## config.mk

```make
export PLATFORM = sky130hd
export DESIGN_NAME = base58_encoder_unit_flat
export DESIGN_NICKNAME = d
export VERILOG_FILES = /design/src/rtl/b58enc_pkg.sv /design/src/rtl/b58enc_if.sv /design/src/rtl/b58enc_ram.sv /design/src/rtl/b58enc_divmod.sv /design/src/rtl/base58_encoder_unit.sv /design/src/flat_wrapper.sv
export SDC_FILE = /design/constraint.sdc
export NUM_CORES = 1
export LEC_CHECK = 0
export BUFFER_PORTS_ARGS = -buffer_cell sky130_fd_sc_hd__buf_2
export CAP_MARGIN = 40
export CORE_MARGIN = 5
export CORE_UTILIZATION = 60
export CTS_BUF_LIST = sky130_fd_sc_hd__clkbuf_4
export DETAILED_ROUTE_END_ITERATION = 8
export PLACE_DENSITY = 0.76
export REMOVE_ABC_BUFFERS = 1
export SYNTH_ARGS = -nofsm -noshare
export SYNTH_HDL_FRONTEND = slang
export SYNTH_SLANG_ARGS = --single-unit
export TNS_END_PERCENT = 1
```

## constraint.sdc

```tcl
create_clock -name i_clk -period 12.7 [get_ports i_clk]
set_input_delay 1.905 -clock i_clk [delete_from_list [all_inputs] [get_ports i_clk]]
set_output_delay 1.905 -clock i_clk [all_outputs]
set_load 0.01 [all_outputs]
```

## src/rtl/b58enc_pkg.sv

```systemverilog
package b58enc_pkg;

    localparam int MAX_BYTES_DEF   = 32;
    localparam int DIGIT_SLOTS_DEF = 45;
    localparam int OUT_LIMIT       = 45;

    localparam int RADIX   = 58;
    localparam int BYTE_W  = 8;
    localparam int DIGIT_W = 6;
    localparam int CHAR_W  = 7;
    // carry into a slot never exceeds 256, slot sum never exceeds 256 + 256*57
    localparam int CARRY_W = 9;
    localparam int SUM_W   = 14;
    localparam int LEFT_W  = $clog2(OUT_LIMIT + 1);

    // divide by 58 through a truncated reciprocal, corrected once afterwards
    localparam int RECIP_SHIFT = 20;
    localparam int RECIP_MUL   = (1 << RECIP_SHIFT) / RADIX;
    localparam int RECIP_W     = 15;

    localparam logic [RADIX*8-1:0] ALPHABET =
        "123456789ABCDEFGHJKLMNPQRSTUVWXYZabcdefghijkmnopqrstuvwxyz";

    localparam logic [CHAR_W-1:0] ONE_CHAR = 7'h31;

    function automatic logic [CHAR_W-1:0] b58_char(input logic [DIGIT_W-1:0] d);
        logic [DIGIT_W-1:0] k;
        logic [7:0]         c;
        k = (d >= DIGIT_W'(RADIX)) ? d - DIGIT_W'(RADIX) : d;
        c = ALPHABET[(RADIX - 1 - int'(k)) * 8 +: 8];
        return c[CHAR_W-1:0];
    endfunction

endpackage

```

## src/rtl/b58enc_if.sv

```systemverilog
interface b58enc_in_if;
    logic                            valid;
    logic                            ready;
    logic [b58enc_pkg::BYTE_W-1:0]   data_byte;
    logic                            last_byte;

    modport source (output valid, output data_byte, output last_byte, input ready);
    modport sink   (input valid, input data_byte, input last_byte, output ready);
endinterface

interface b58enc_out_if;
    logic                            valid;
    logic                            ready;
    logic [b58enc_pkg::CHAR_W-1:0]   out_char;
    logic                            last_char;
    logic                            overflow;

    modport source (output valid, output out_char, output last_char, output overflow,
                    input ready);
    modport sink   (input valid, input out_char, input last_char, input overflow,
                    output ready);
endinterface

```

## src/rtl/b58enc_ram.sv

```systemverilog
module b58enc_ram #(
    parameter int WIDTH = b58enc_pkg::DIGIT_W,
    parameter int DEPTH = b58enc_pkg::DIGIT_SLOTS_DEF
) (
    input  logic                     i_clk,
    input  logic                     i_we,
    input  logic [$clog2(DEPTH)-1:0] i_waddr,
    input  logic [WIDTH-1:0]         i_wdata,
    input  logic                     i_re,
    input  logic [$clog2(DEPTH)-1:0] i_raddr,
    output logic [WIDTH-1:0]         o_rdata
);

    logic [WIDTH-1:0] r_mem [DEPTH];
    logic [WIDTH-1:0] r_rdata;

    always_ff @(posedge i_clk) begin
        if (i_we) begin
            r_mem[i_waddr] <= i_wdata;
        end
        if (i_re) begin
            r_rdata <= r_mem[i_raddr];
        end
    end

    assign o_rdata = r_rdata;

endmodule

```

## src/rtl/b58enc_divmod.sv

```systemverilog
module b58enc_divmod (
    input  logic [b58enc_pkg::SUM_W-1:0]   i_x,
    output logic [b58enc_pkg::CARRY_W-1:0] o_quot,
    output logic [b58enc_pkg::DIGIT_W-1:0] o_rem
);

    localparam int PW = b58enc_pkg::SUM_W + b58enc_pkg::RECIP_W;

    logic [PW-1:0]                    prod;
    logic [b58enc_pkg::CARRY_W-1:0]   q_est;
    logic [b58enc_pkg::SUM_W-1:0]     q_ext;
    logic [b58enc_pkg::SUM_W-1:0]     q_times;
    logic [b58enc_pkg::SUM_W-1:0]     rem_est;

    always_comb begin
        prod    = PW'(i_x) * PW'(b58enc_pkg::RECIP_MUL);
        // estimate is exact or one low
        q_est   = prod[b58enc_pkg::RECIP_SHIFT +: b58enc_pkg::CARRY_W];
        q_ext   = b58enc_pkg::SUM_W'(q_est);
        // times 58 as 64 - 8 + 2
        q_times = (q_ext << 6) - (q_ext << 3) + (q_ext << 1);
        rem_est = i_x - q_times;
        if (rem_est >= b58enc_pkg::SUM_W'(b58enc_pkg::RADIX)) begin
            o_quot = q_est + b58enc_pkg::CARRY_W'(1);
            o_rem  = b58enc_pkg::DIGIT_W'(rem_est - b58enc_pkg::SUM_W'(b58enc_pkg::RADIX));
        end else begin
            o_quot = q_est;
            o_rem  = b58enc_pkg::DIGIT_W'(rem_est);
        end
    end

endmodule

```

## src/rtl/base58_encoder_unit.sv

```systemverilog
// a leading zero byte or a dropped byte needs no fold pass; any other byte walks its carry
// through the digit slots of the digit ram, slot by slot, while input is held off
// last byte: scan down for the top nonzero digit, then emit each leading '1' from S_ONES
// and each digit through S_DRD and S_DOUT (single read port of the digit ram)
// reset: synchronous active low, clears control state; the digit ram is not cleared,
// entries at or above the fill count read as zero, so no clearing pass is needed
module base58_encoder_unit #(
    parameter int MAX_BYTES   = b58enc_pkg::MAX_BYTES_DEF,
    parameter int DIGIT_SLOTS = b58enc_pkg::DIGIT_SLOTS_DEF
) (
    input  logic              i_clk,
    input  logic              i_rst_n,
    b58enc_in_if.sink         i_in,
    b58enc_out_if.source      o_out
);

    localparam int AW   = $clog2(DIGIT_SLOTS);
    localparam int CW   = $clog2(DIGIT_SLOTS + 1);
    localparam int BW   = $clog2(MAX_BYTES + 1);
    localparam int TW0  = (BW > CW) ? BW : CW;
    localparam int TW   = ((TW0 > b58enc_pkg::LEFT_W) ? TW0 : b58enc_pkg::LEFT_W) + 1;
    localparam int DW   = b58enc_pkg::DIGIT_W;
    localparam int LW   = b58enc_pkg::LEFT_W;

    typedef enum logic [2:0] {
        S_IDLE, S_FOLD, S_SCAN0, S_SCAN, S_SETUP, S_ONES, S_DRD, S_DOUT
    } t_state;

    t_state                          r_state, n_state;
    logic [CW-1:0]                   r_idx, n_idx;
    logic [CW-1:0]                   r_cnt, n_cnt;
    logic [b58enc_pkg::CARRY_W-1:0]  r_carry, n_carry;
    logic [BW-1:0]                   r_zp, n_zp;
    logic [BW-1:0]                   r_bytes, n_bytes;
    logic [BW-1:0]                   r_ones, n_ones;
    logic [LW-1:0]                   r_left, n_left;
    logic                            r_inzp, n_inzp;
    logic                            r_ovf, n_ovf;
    logic                            r_last, n_last;
    logic                            r_out_valid, n_out_valid;
    logic [b58enc_pkg::CHAR_W-1:0]   r_out_char, n_out_char;
    logic                            r_out_last, n_out_last;
    logic                            r_out_ovf, n_out_ovf;

    logic                            mem_we;
    logic [AW-1:0]                   mem_waddr;
    logic [DW-1:0]                   mem_wdata;
    logic                            mem_re;
    logic [AW-1:0]                   mem_raddr;
    logic [DW-1:0]                   mem_rdata;

    logic [DW-1:0]                   fold_digit;
    logic [b58enc_pkg::SUM_W-1:0]    fold_sum;
    logic [b58enc_pkg::CARRY_W-1:0]  div_quot;
    logic [DW-1:0]                   div_rem;

    logic                            in_acc;
    logic                            out_free;
    logic                            fold_go;
    logic [CW-1:0]                   idx_next;
    logic [CW-1:0]                   idx_prev;
    logic [CW-1:0]                   idx_prev2;
    logic [TW-1:0]                   total;

    b58enc_ram #(
        .WIDTH (DW),
        .DEPTH (DIGIT_SLOTS)
    ) u_digits (
        .i_clk   (i_clk),
        .i_we    (mem_we),
        .i_waddr (mem_waddr),
        .i_wdata (mem_wdata),
        .i_re    (mem_re),
        .i_raddr (mem_raddr),
        .o_rdata (mem_rdata)
    );

    b58enc_divmod u_divmod (
        .i_x    (fold_sum),
        .o_quot (div_quot),
        .o_rem  (div_rem)
    );

    assign i_in.ready      = (r_state == S_IDLE);
    assign o_out.valid     = r_out_valid;
    assign o_out.out_char  = r_out_char;
    assign o_out.last_char = r_out_last;
    assign o_out.overflow  = r_out_ovf;

    always_comb begin
        in_acc    = i_in.valid && (r_state == S_IDLE);
        out_free  = !r_out_valid || o_out.ready;
        idx_next  = r_idx + CW'(1);
        idx_prev  = r_idx - CW'(1);
        idx_prev2 = r_idx - CW'(2);
        // slots at or above the fill count are read as zero
        fold_digit = (r_idx < r_cnt) ? mem_rdata : '0;
        fold_sum   = b58enc_pkg::SUM_W'(r_carry) + b58enc_pkg::SUM_W'({fold_digit, 8'h00});
        fold_go    = ((r_carry != '0) || (r_idx < r_cnt)) && (r_idx < CW'(DIGIT_SLOTS));
        total      = TW'(r_zp) + TW'(r_idx);

        n_state     = r_state;
        n_idx       = r_idx;
        n_cnt       = r_cnt;
        n_carry     = r_carry;
        n_zp        = r_zp;
        n_bytes     = r_bytes;
        n_ones      = r_ones;
        n_left      = r_left;
        n_inzp      = r_inzp;
        n_ovf       = r_ovf;
        n_last      = r_last;
        n_out_valid = r_out_valid && !o_out.ready;
        n_out_char  = r_out_char;
        n_out_last  = r_out_last;
        n_out_ovf   = r_out_ovf;

        mem_we    = 1'b0;
        mem_waddr = r_idx[AW-1:0];
        mem_wdata = div_rem;
        mem_re    = 1'b0;
        mem_raddr = '0;

        unique case (r_state)
            S_IDLE: begin
                if (in_acc) begin
                    n_last = i_in.last_byte;
                    if (r_bytes >= BW'(MAX_BYTES)) begin
                        n_ovf = 1'b1;
                        if (i_in.last_byte) begin
                            n_state = S_SCAN0;
                        end
                    end else begin
                        n_bytes = r_bytes + BW'(1);
                        if (r_inzp && (i_in.data_byte == '0)) begin
                            n_zp = r_zp + BW'(1);
                            if (i_in.last_byte) begin
                                n_state = S_SCAN0;
                            end
                        end else begin
                            n_inzp  = 1'b0;
                            n_carry = b58enc_pkg::CARRY_W'(i_in.data_byte);
                            n_idx   = '0;
                            mem_re  = 1'b1;
                            n_state = S_FOLD;
                        end
                    end
                end
            end
            S_FOLD: begin
                if (fold_go) begin
                    mem_we  = 1'b1;
                    n_carry = div_quot;
                    n_idx   = idx_next;
                    // read the next slot ahead while this one is written
                    if (idx_next < CW'(DIGIT_SLOTS)) begin
                        mem_re    = 1'b1;
                        mem_raddr = idx_next[AW-1:0];
                    end
                end else begin
                    if (r_carry != '0) begin
                        n_ovf = 1'b1;
                    end
                    n_cnt   = r_idx;
                    n_state = r_last ? S_SCAN0 : S_IDLE;
                end
            end
            S_SCAN0: begin
                if (r_cnt == '0) begin
                    n_idx   = '0;
                    n_state = S_SETUP;
                end else begin
                    mem_re    = 1'b1;
                    mem_raddr = AW'(r_cnt - CW'(1));
                    n_idx     = r_cnt;
                    n_state   = S_SCAN;
                end
            end
            S_SCAN: begin
                // r_idx is the candidate length, mem_rdata its top digit
                if (mem_rdata != '0) begin
                    n_state = S_SETUP;
                end else if (r_idx == CW'(1)) begin
                    n_idx   = '0;
                    n_state = S_SETUP;
                end else begin
                    n_idx     = idx_prev;
                    mem_re    = 1'b1;
                    mem_raddr = idx_prev2[AW-1:0];
                end
            end
            S_SETUP: begin
                if (total == '0) begin
                    n_zp    = '0;
                    n_bytes = '0;
                    n_cnt   = '0;
                    n_inzp  = 1'b1;
                    n_ovf   = 1'b0;
                    n_state = S_IDLE;
                end else begin
                    n_left  = (total > TW'(b58enc_pkg::OUT_LIMIT)) ?
                              LW'(b58enc_pkg::OUT_LIMIT) : LW'(total);
                    n_ones  = r_zp;
                    n_state = (r_zp == '0) ? S_DRD : S_ONES;
                end
            end
            S_ONES: begin
                if (out_free) begin
                    n_out_valid = 1'b1;
                    n_out_char  = b58enc_pkg::ONE_CHAR;
                    n_out_last  = (r_left == LW'(1));
                    n_out_ovf   = r_ovf;
                    n_left      = r_left - LW'(1);
                    n_ones      = r_ones - BW'(1);
                    if (r_left == LW'(1)) begin
                        n_zp    = '0;
                        n_bytes = '0;
                        n_cnt   = '0;
                        n_inzp  = 1'b1;
                        n_ovf   = 1'b0;
                        n_state = S_IDLE;
                    end else if (r_ones == BW'(1)) begin
                        n_state = S_DRD;
                    end
                end
            end
            S_DRD: begin
                mem_re    = 1'b1;
                mem_raddr = idx_prev[AW-1:0];
                n_state   = S_DOUT;
            end
            S_DOUT: begin
                if (out_free) begin
                    n_out_valid = 1'b1;
                    n_out_char  = b58enc_pkg::b58_char(mem_rdata);
                    n_out_last  = (r_left == LW'(1));
                    n_out_ovf   = r_ovf;
                    n_left      = r_left - LW'(1);
                    n_idx       = idx_prev;
                    if (r_left == LW'(1)) begin
                        n_zp    = '0;
                        n_bytes = '0;
                        n_cnt   = '0;
                        n_inzp  = 1'b1;
                        n_ovf   = 1'b0;
                        n_state = S_IDLE;
                    end else begin
                        n_state = S_DRD;
                    end
                end
            end
            default: begin
                n_state = S_IDLE;
            end
        endcase
    end

    always_ff @(posedge i_clk) begin
        if (!i_rst_n) begin
            r_state     <= S_IDLE;
            r_idx       <= '0;
            r_cnt       <= '0;
            r_zp        <= '0;
            r_bytes     <= '0;
            r_ones      <= '0;
            r_left      <= '0;
            r_inzp      <= 1'b1;
            r_ovf       <= 1'b0;
            r_last      <= 1'b0;
            r_out_valid <= 1'b0;
        end else begin
            r_state     <= n_state;
            r_idx       <= n_idx;
            r_cnt       <= n_cnt;
            r_zp        <= n_zp;
            r_bytes     <= n_bytes;
            r_ones      <= n_ones;
            r_left      <= n_left;
            r_inzp      <= n_inzp;
            r_ovf       <= n_ovf;
            r_last      <= n_last;
            r_out_valid <= n_out_valid;
            r_carry     <= n_carry;
            r_out_char  <= n_out_char;
            r_out_last  <= n_out_last;
            r_out_ovf   <= n_out_ovf;
        end
    end

    a_idx_bound: assert property (@(posedge i_clk) disable iff (!i_rst_n)
        (r_idx <= CW'(DIGIT_SLOTS)) && (r_cnt <= CW'(DIGIT_SLOTS)))
        else $error("digit index beyond store");

    a_left_live: assert property (@(posedge i_clk) disable iff (!i_rst_n)
        (r_state == S_ONES || r_state == S_DOUT || r_state == S_DRD) |-> (r_left != '0))
        else $error("emitting with no characters left");

    a_digit_range: assert property (@(posedge i_clk) disable iff (!i_rst_n)
        mem_we |-> (mem_wdata < DW'(b58enc_pkg::RADIX)))
        else $error("digit written out of base 58 range");

    a_fold_carry: assert property (@(posedge i_clk) disable iff (!i_rst_n)
        (r_state == S_FOLD) |-> (r_carry <= b58enc_pkg::CARRY_W'(256)))
        else $error("carry out of range");

endmodule

```

## src/flat_wrapper.sv

```systemverilog
// flat-port wrapper written by rule: the top's interface ports become plain ports
module base58_encoder_unit_flat 
#(
    parameter int MAX_BYTES   = b58enc_pkg::MAX_BYTES_DEF,
    parameter int DIGIT_SLOTS = b58enc_pkg::DIGIT_SLOTS_DEF
)
  (i_clk, i_rst_n, i_in_valid, i_in_data_byte, i_in_last_byte, i_in_ready, o_out_valid, o_out_out_char, o_out_last_char, o_out_overflow, o_out_ready);
  b58enc_in_if i_in_i ();
  b58enc_out_if o_out_i ();
  input  logic i_clk;
  input  logic i_rst_n;
  input wire logic [$bits(i_in_i.valid)-1:0] i_in_valid;
  input wire logic [$bits(i_in_i.data_byte)-1:0] i_in_data_byte;
  input wire logic [$bits(i_in_i.last_byte)-1:0] i_in_last_byte;
  output wire logic [$bits(i_in_i.ready)-1:0] i_in_ready;
  output wire logic [$bits(o_out_i.valid)-1:0] o_out_valid;
  output wire logic [$bits(o_out_i.out_char)-1:0] o_out_out_char;
  output wire logic [$bits(o_out_i.last_char)-1:0] o_out_last_char;
  output wire logic [$bits(o_out_i.overflow)-1:0] o_out_overflow;
  input wire logic [$bits(o_out_i.ready)-1:0] o_out_ready;
  assign i_in_i.valid = i_in_valid;
  assign i_in_i.data_byte = i_in_data_byte;
  assign i_in_i.last_byte = i_in_last_byte;
  assign i_in_ready = i_in_i.ready;
  assign o_out_valid = o_out_i.valid;
  assign o_out_out_char = o_out_i.out_char;
  assign o_out_last_char = o_out_i.last_char;
  assign o_out_overflow = o_out_i.overflow;
  assign o_out_i.ready = o_out_ready;
  base58_encoder_unit #(.MAX_BYTES(MAX_BYTES), .DIGIT_SLOTS(DIGIT_SLOTS)) u_core (.i_clk(i_clk), .i_rst_n(i_rst_n), .i_in(i_in_i), .o_out(o_out_i));
endmodule
```

==> results of run 1 <==
routing by layer:
| metal | vias up | wire, um | global-route usage [%] | part of all wire (%) |
|---|---|---|---|---|
| li1 | 7032 | - | - | - |
| met1 | 7313 | 20900 | 35.1 | 42 |
| met2 | 625 | 23000 | 40.5 | 46 |
| met3 | 115 | 4180 | 6.50 | 8.4 |
| met4 | 0 | 1510 | 9.17 | 3.0 |
| met5 | - | 0 | 0 | 0 |
cells in the final DEF (no fill, tap or decap), types with 9 or more instances in the layout:
cell      instances
a211oi_1         38
a21boi_0          9
a21oi_1          89
a22oi_1          13
a31oi_1          19
and2_1           15
and3_1           18
buf_2            29
buf_4            24
clkbuf_4        120
clkinv_1         17
dfxtp_1          42
edfxtp_1        294
fa_1             70
ha_1            167
inv_1           190
mux2i_1         117
mux4_2           10
nand2_1         146
nand2b_1         11
nand3_1          52
nand4_1          15
nor2_1          142
nor2b_1          33
nor3_1           30
o21ai_0          61
o22ai_1          10
xnor2_1          40
xor2_1           26
final timing paths:
| kind | start | end | slack, ps | cells after the start |
|---|---|---|---|---|
| worst min register to register | u_core.r_inzp | u_core.r_inzp | 450 | 1 |
| worst max-delay path | u_core.mem_waddr[1] | u_core.u_digits.r_mem[30][5] | 780 | 41 |
| worst min-delay path | u_core.r_inzp | u_core.r_inzp | 450 | 1 |
| worst max register to register | u_core.mem_waddr[1] | u_core.u_digits.r_mem[30][5] | 780 | 41 |
worst register-to-register path: cells and delay by family (launching register included):
kind	cells	cell delay (ps)
AND/OR/NAND/NOR	8	1940
adder cells (fa/ha/maj)	12	4730
XOR/XNOR	5	1270
flip-flops	1	620
AO/OA/AOI/OAI	9	2130
buffers and inverters	7	940
cell type report:
| cell class | count | area (um^2) | share of cell area [%] |
|---|---|---|---|
| Multi-Input combinational cell | 1290 | 10400 | 45.4 |
| Sequential cell | 337 | 9690 | 42.4 |
| Clock buffer | 120 | 901 | 3.94 |
| Inverter | 191 | 717 | 3.14 |
| Tap cell | 455 | 569 | 2.49 |
| Timing Repair Buffer | 56 | 392 | 1.71 |
| Clock inverter | 29 | 214 | 0.936 |
| Antenna cell | 3 | 7.51 | 0.0328 |
metrics by stage:
stage / cells / worst slack (ps) / instance area (um^2) / hold slack, ps / utilization, %
floorplan: 1818 / 1100 / 20700 / 409 / -
global placement: 2320 / 994 / 21600 / 424 / 62.6
detailed placement: 2329 / 789 / 21700 / 440 / 62.9
CTS: 2478 / 689 / 22800 / 456 / 66.1
global route: 2481 / 23.1 / 22900 / 475 / 66.2
finish: 2481 / 777 / 22900 / 454 / 66.2
cell families (layout without fill, tap and decap cells):
kind of cell / after synthesis / in the layout
other: 0 / 3
multiplexers: 134 / 134
XOR/XNOR: 71 / 71
flip-flops: 337 / 337
AND/OR/NAND/NOR: 501 / 501
adder cells (fa/ha/maj): 239 / 239
buffers and inverters: 266 / 396
AO/OA/AOI/OAI: 345 / 345
repair_timing:
item / in CTS / in global routing
endpoints found under the hold margin: 0 / 0
resized for setup: 0 / 3
endpoints found under the setup margin: 0 / 130
synth_stat cells (13+ instances only):
cell type	n	area (um^2)
fa_1	70	1400
nor3_1	30	150
edfxtp_1	294	8830
buf_2	21	105
inv_1	190	713
and3_1	18	113
a31oi_1	19	119
xnor2_1	43	377
o21ai_0	61	305
nand4_1	15	93.8
nand2_1	146	548
xor2_1	27	236
nor2b_1	33	206
nand3_1	52	260
nor2_1	142	533
ha_1	167	2090
a211oi_1	38	285
a22oi_1	13	97.6
clkbuf_1	48	180
mux2i_1	117	1170
and2_1	15	93.8
a21oi_1	92	460
dfxtp_1	43	861
registers in the layout, summed over array words and instances (netlist names):
| name | cells |
|---|---|
| u_core.mem_waddr | 6 |
| u_core.o_out.last_char | 1 |
| u_core.o_out.out_char | 7 |
| u_core.o_out.overflow | 1 |
| u_core.o_out.valid | 1 |
| u_core.r_bytes | 6 |
| u_core.r_carry | 9 |
| u_core.r_cnt | 6 |
| u_core.r_inzp | 1 |
| u_core.r_last | 1 |
| u_core.r_left | 6 |
| u_core.r_ones | 6 |
| u_core.r_ovf | 1 |
| u_core.r_state | 3 |
| u_core.r_zp | 6 |
| u_core.u_digits.o_rdata | 6 |
| u_core.u_digits.r_mem | 270 |
==> results.md, run 1 <==
Status:
- The run finished with clean final reports.

Routing:
- The final antenna-violating net count is 0.
- In the routed design, unresolved DRC markers number 0.
- Detailed routing inserted a total of 15.1k vias.
- The total wirelength of the detailed-routed design is 49600 um.
- Before antenna repair, the detailed router went through 6 iterations.
- In the routed layout, each cell is associated on average with a via count of 6.08.
- The DRC marker count from the first detailed-route iteration is 1274.
- The routed length per placed instance is 20.0 um.

Worst setup path:
- The cell with the biggest individual delay on the critical path is or4_4.
- Together, buffers and inverters on the worst path number 7.
- The worst setup path is captured at a flop.
- The type of origin of the critical path is a flop.
- In this design, the stage delay of the slowest critical-path cell is 660 ps.
- At the worst endpoint, the arrival time is 12370 ps.
- Along the worst path, the maximum fanout reaches 45.
- Broken down by cell family, the worst path's largest delay share belongs to adder cells.
- The required time of the worst setup path is 13150 ps.
- The kind of critical path is reg -> reg.

GRT:
- The number of global-route vias before repair was 15.1k.
- The initial antenna violation count is 2.
- The aggregate global-route resource usage is 25.7%.
- For this run the aggregate overflow at the end of global routing stands at 0.
- Entering global routing, the biggest net connects 55 pins.
- The first global-routing pass estimated 78800 um of wire.

Yosys:
- The synthesized netlist devotes 10.8% of its cell area to compound gates.
- Counting distinct cell types in the post-synthesis netlist gives 76.
- The number of warnings printed during yosys synthesis is 0.
- The mean instance size in the synthesized netlist is 11.1 um^2.
- The summed instance area of the synthesized netlist is 0.0210 mm^2.
- The leading register cell type out of synthesis is edfxtp_1.
- Of the post-synthesis cell area, the part taken by muxes is 7.03%.
- The share of the synthesized netlist area taken by xor and xnor gates is 3.03%.
- The number of flops mapped to enable cells by yosys is 294.
- The fraction of the yosys area taken by sequential cells is 46.2%.
- The share of synthesized flip-flops with an asynchronous set or reset is 0%.
- The area share of fa/ha/maj cells after synthesis is 16.7%.
- The synthesized instance count is 1893.
- After synthesis, the largest family of logic cells by area is adder cells.
- The flop and latch count out of synthesis is 337.
- After Yosys synthesis, and, or, nand and nor cells account for 11.2% of the synthesized area.

STA:
- The count of pins over their slew limit is 0.
- The setup-violating endpoint count in the final report is 0.
- Based on the critical path, the design can be clocked at up to 83.9 MHz.
- The shortest clock period the worst path allows after layout is 11920 ps.
- Setup repair after global routing left no endpoint under its margin.
- The hold violation count in the final report was 0.
- In this run the tightest slew margin relative to its limit is 39.6%.
- Between clock sinks in the finished design, the worst skew comes to 82.3 ps.
- Of the available clock period, the critical path in the final layout requires 93.9%.
- At the pin with the least slew margin, the transition time is 900 ps.
- The total negative setup slack is 0 ps.

Placed design:
- The wire-length estimate of the detail-placed layout is 35600 um.
- The number of buffer cells added on primary ports is 23.
- At the end of routability-driven placement, the weighted congestion stood at 0.949.

Floorplan:
- The die outline area is 0.0388 mm^2.
- The vertical die dimension is 197 um.
- The floorplan row count is 68.
- The initial core utilization is 60.7%.
- The core outline area is 0.0345 mm^2.
- From left edge to right edge, the die measures 197 um.
- The I/O pin total is 24.

CTS:
- The latest clock arrival within the worst-skew pair is 800 ps.
- The buffer count from post-CTS setup fixing is 0.
- TritonCTS built the clock tree.
- After clock tree synthesis, the clock-pin slew on the worst setup and hold paths is 70 ps.
- The total of hold buffers inserted after clock tree synthesis is 0.
- The TritonCTS sink count is 337.
- The number of buffers on the longest clock path is 3.
- The number of clock buffers added by TritonCTS is 85.
- The root buffer cell chosen for the clock tree is clkbuf_4.
- The maximum level of the CTS H-tree is 3.

Final layout:
- The final layout contains 2211 nets.
- The layout has 2677 filler cells.
- Compared with the post-synthesis result, the final layout area differs by 8.97%.
- The fraction of layout instances using a drive strength above 1 is 11.6%.

Flow run:
- The max-cap check violation count is 0.

Min path:
- The class of the tightest hold or removal check is reg -> reg.
Power of run 1 is left out: the tool's default activity adds up to more than one toggle a clock period on the data nets, which glitch-free logic cannot reach.
==> inputs of run 2 (changes only) <==
- REMOVE_ABC_BUFFERS: 1 -> default
==> results.md, run 2 (synthesis gave the netlist of run 1 again) <==
Floorplan:
- The core outline area is 0.0345 mm^2 (unchanged).
- The width of the die came to 197 um (unchanged).
- The vertical die dimension came to 197 um (unchanged).
- The initial core utilization came to 60.7% (unchanged).
- The floorplan row count is 68 (unchanged).
- The die outline area is 0.0388 mm^2 (unchanged).
- The I/O pin total is 24 (unchanged).

STA:
- The setup-violating endpoint count in the final report is 0 (unchanged).
- The hold violation count in the final report was 0 (unchanged).
- Setup repair after global routing left no endpoint under its margin.
- The count of pins over their slew limit is 0 (unchanged).
- The maximum clock rate is 83.5 MHz (-0.39%).
- The total negative setup slack is 0 ps (unchanged).
- The tightest slew margin relative to the limit is 40.0% (+0.42 points).
- The slew at the pin closest to its max-slew limit is 900 ps (+0.178 ps).
- The final worst clock skew is 59.8 ps (-22.5 ps).
- The final critical-path share of the clock period is 94.2% (+0.37 points).
- The shortest clock period the worst path allows after layout was 11970 ps (+46.5 ps).

CTS:
- The number of buffers on the longest clock path was 3 (unchanged).
- The TritonCTS sink count is 337 (unchanged).
- CTS placed an instance of clkbuf_4 at the clock tree root.
- The clock transition time at the flip-flop clock pins of the worst setup and hold paths is 70 ps (about the same).
- TritonCTS built the clock tree.
- The number of buffers created by CTS is 79 (-7.1%).
- The maximum level of the CTS H-tree is 3 (unchanged).
- The buffer count from post-CTS setup fixing is 0 (unchanged).
- The latest clock arrival within the worst-skew pair was 740 ps (-60 ps).

Placed design:
- The half-perimeter wire length after placement was 34800 um (-2.3%).
- The final estimated routing congestion in global placement was 0.935 (-1.4%).
- The number of buffer cells added on primary ports is 23 (unchanged).

Final layout:
- The fraction of layout instances using a drive strength above 1 came to 10.9% (-0.68 points).
- The final layout net count was 2207 (-0.18%).
- Relative to the synthesized area, the layout overhead comes to 8.43%.
- The most flop-heavy register is u_core.u_digits.r_mem.
- The sequential cell area in the final layout is 0.00969 mm^2 (about the same).
- In the layout the commonest cells are edfxtp_1 (294), inv_1 (190), ha_1 (167), nand2_1 (146), nor2_1 (142).
- The layout filler cell count came to 2670 (-0.26%).
- The most common library cell in the layout ignoring fill and taps is edfxtp_1.
- The area of the multi-input gates was 0.0104 mm^2 (-0.11%).
- The flip-flop count of the largest register after layout is 270 (unchanged).

Worst setup path:
- The cell with the biggest individual delay on the critical path is or4_4.
- The type of origin of the critical path is a flop.
- The worst setup path is captured at a flop.
- The data arrival at the endpoint of the critical path is 12530 ps (+160 ps).
- The largest fanout on the critical path is 28 (-38%).
- The maximum cell stage delay along the critical path is 660 ps (about the same).
- The required time of the worst setup path came to 13260 ps (+110 ps).
- The setup path with the least slack is of type reg -> reg.

Min path:
- The class of the tightest hold or removal check is reg -> reg.

Routing:
- The ratio of routed vias to standard cells was 6.04 (-0.63%).
- The DRC marker count from the first detailed-route iteration came to 1338 (+5.0%).
- The final antenna-violating net count is 0 (unchanged).
- The routed length per placed instance came to 19.9 um (-0.70%).
- The total wirelength of the detailed-routed design is 49200 um (-0.90%).
- The overall via count from detail_route came to 15.0k (-0.83%).
- The number of remaining DRC errors is 0 (unchanged).
- The count of TritonRoute iterations in the first routing pass is 6 (unchanged).

Status:
- The run finished with clean final reports.

Yosys:
- The post-synth net total is 2143.

GRT:
- The overflow left after global routing is 0 (unchanged).
- The wire length of the first global-routing pass is 77800 um (-1.3%).
- The initial antenna violation count is 1 (-1).
- The number of global-route vias before repair is 14.9k (-1.3%).
- The maximum number of pins on one net before global-route repair came to 67 (+22%).
- The aggregate global-route resource usage is 25.2% (-0.53 points).

Flow run:
- The max-cap check violation count is 0 (unchanged).
-- run 2: cell types whose count changed in the layout (fill, tap and decap cells not counted), moves of 2 or more --
cell	change
clkbuf_4	-10
clkinv_1	+6
buf_6	+2
diode_2	-2
buf_4	+2
buf_2	-2
bufinv_16	-2
-- run 2: final cells by class --
cell class,count,area share [%]
multi-input combinational,1290,45.5
antenna,1,0.0110
clock buffer,110,3.63
inverter,191,3.15
tap,455,2.50
clock inverter,34,0.798
sequential,337,42.6
timing repair buffer,58,1.78
-- run 2: routing by layer --
metal  vias up  track usage (%)  part of all wire [%]
li1       7037                -                     -
met1      7280             34.0                    42
met2       552             42.0                    49
met3        91             3.93                   6.3
met4         0             8.68                   2.5
met5         -                0                     0
-- run 2: repair_timing --
action / 4_1_cts / 5_1_grt
setup endpoints to repair: 0 / 33
resized for setup: 0 / 1
hold buffers: 0 / 0
-- run 2: final timing paths --
kind / end / cells after the start / slack (ps) / startpoint
max: u_core.u_digits.r_mem[22][5] / 42 / 730 / u_core.mem_waddr[1]
min reg2reg: u_core.o_out.overflow / 0 / 460 / u_core.r_ovf
max reg2reg: u_core.u_digits.r_mem[22][5] / 42 / 730 / u_core.mem_waddr[1]
min: u_core.o_out.overflow / 0 / 460 / u_core.r_ovf
-- run 2: stage by stage --
| step | utilization [%] | hold WS (ps) | instance area [um^2] | setup slack [ps] | cells |
|---|---|---|---|---|---|
| final | 65.8 | 456 | 22700 | 731 | 2476 |
| after global routing | 65.8 | 457 | 22700 | 34.8 | 2476 |
| after floorplan | - | 409 | 21000 | 1270 | 1893 |
| after detailed placement | 62.9 | 434 | 21700 | 824 | 2331 |
| after CTS | 65.8 | 450 | 22700 | 786 | 2475 |
| after global placement | 62.7 | 433 | 21700 | 1030 | 2323 |
-- run 2: worst max-delay path, delay by kind of cell, from the launching register on --
kind / cells / cell delay [ps]
adder cells (fa/ha/maj): 13 / 5140
AO/OA/AOI/OAI: 9 / 2260
AND/OR/NAND/NOR: 8 / 2030
XOR/XNOR: 4 / 1030
buffers and inverters: 8 / 720
flip-flops: 1 / 580
Power of run 2 is left out for the same reason.
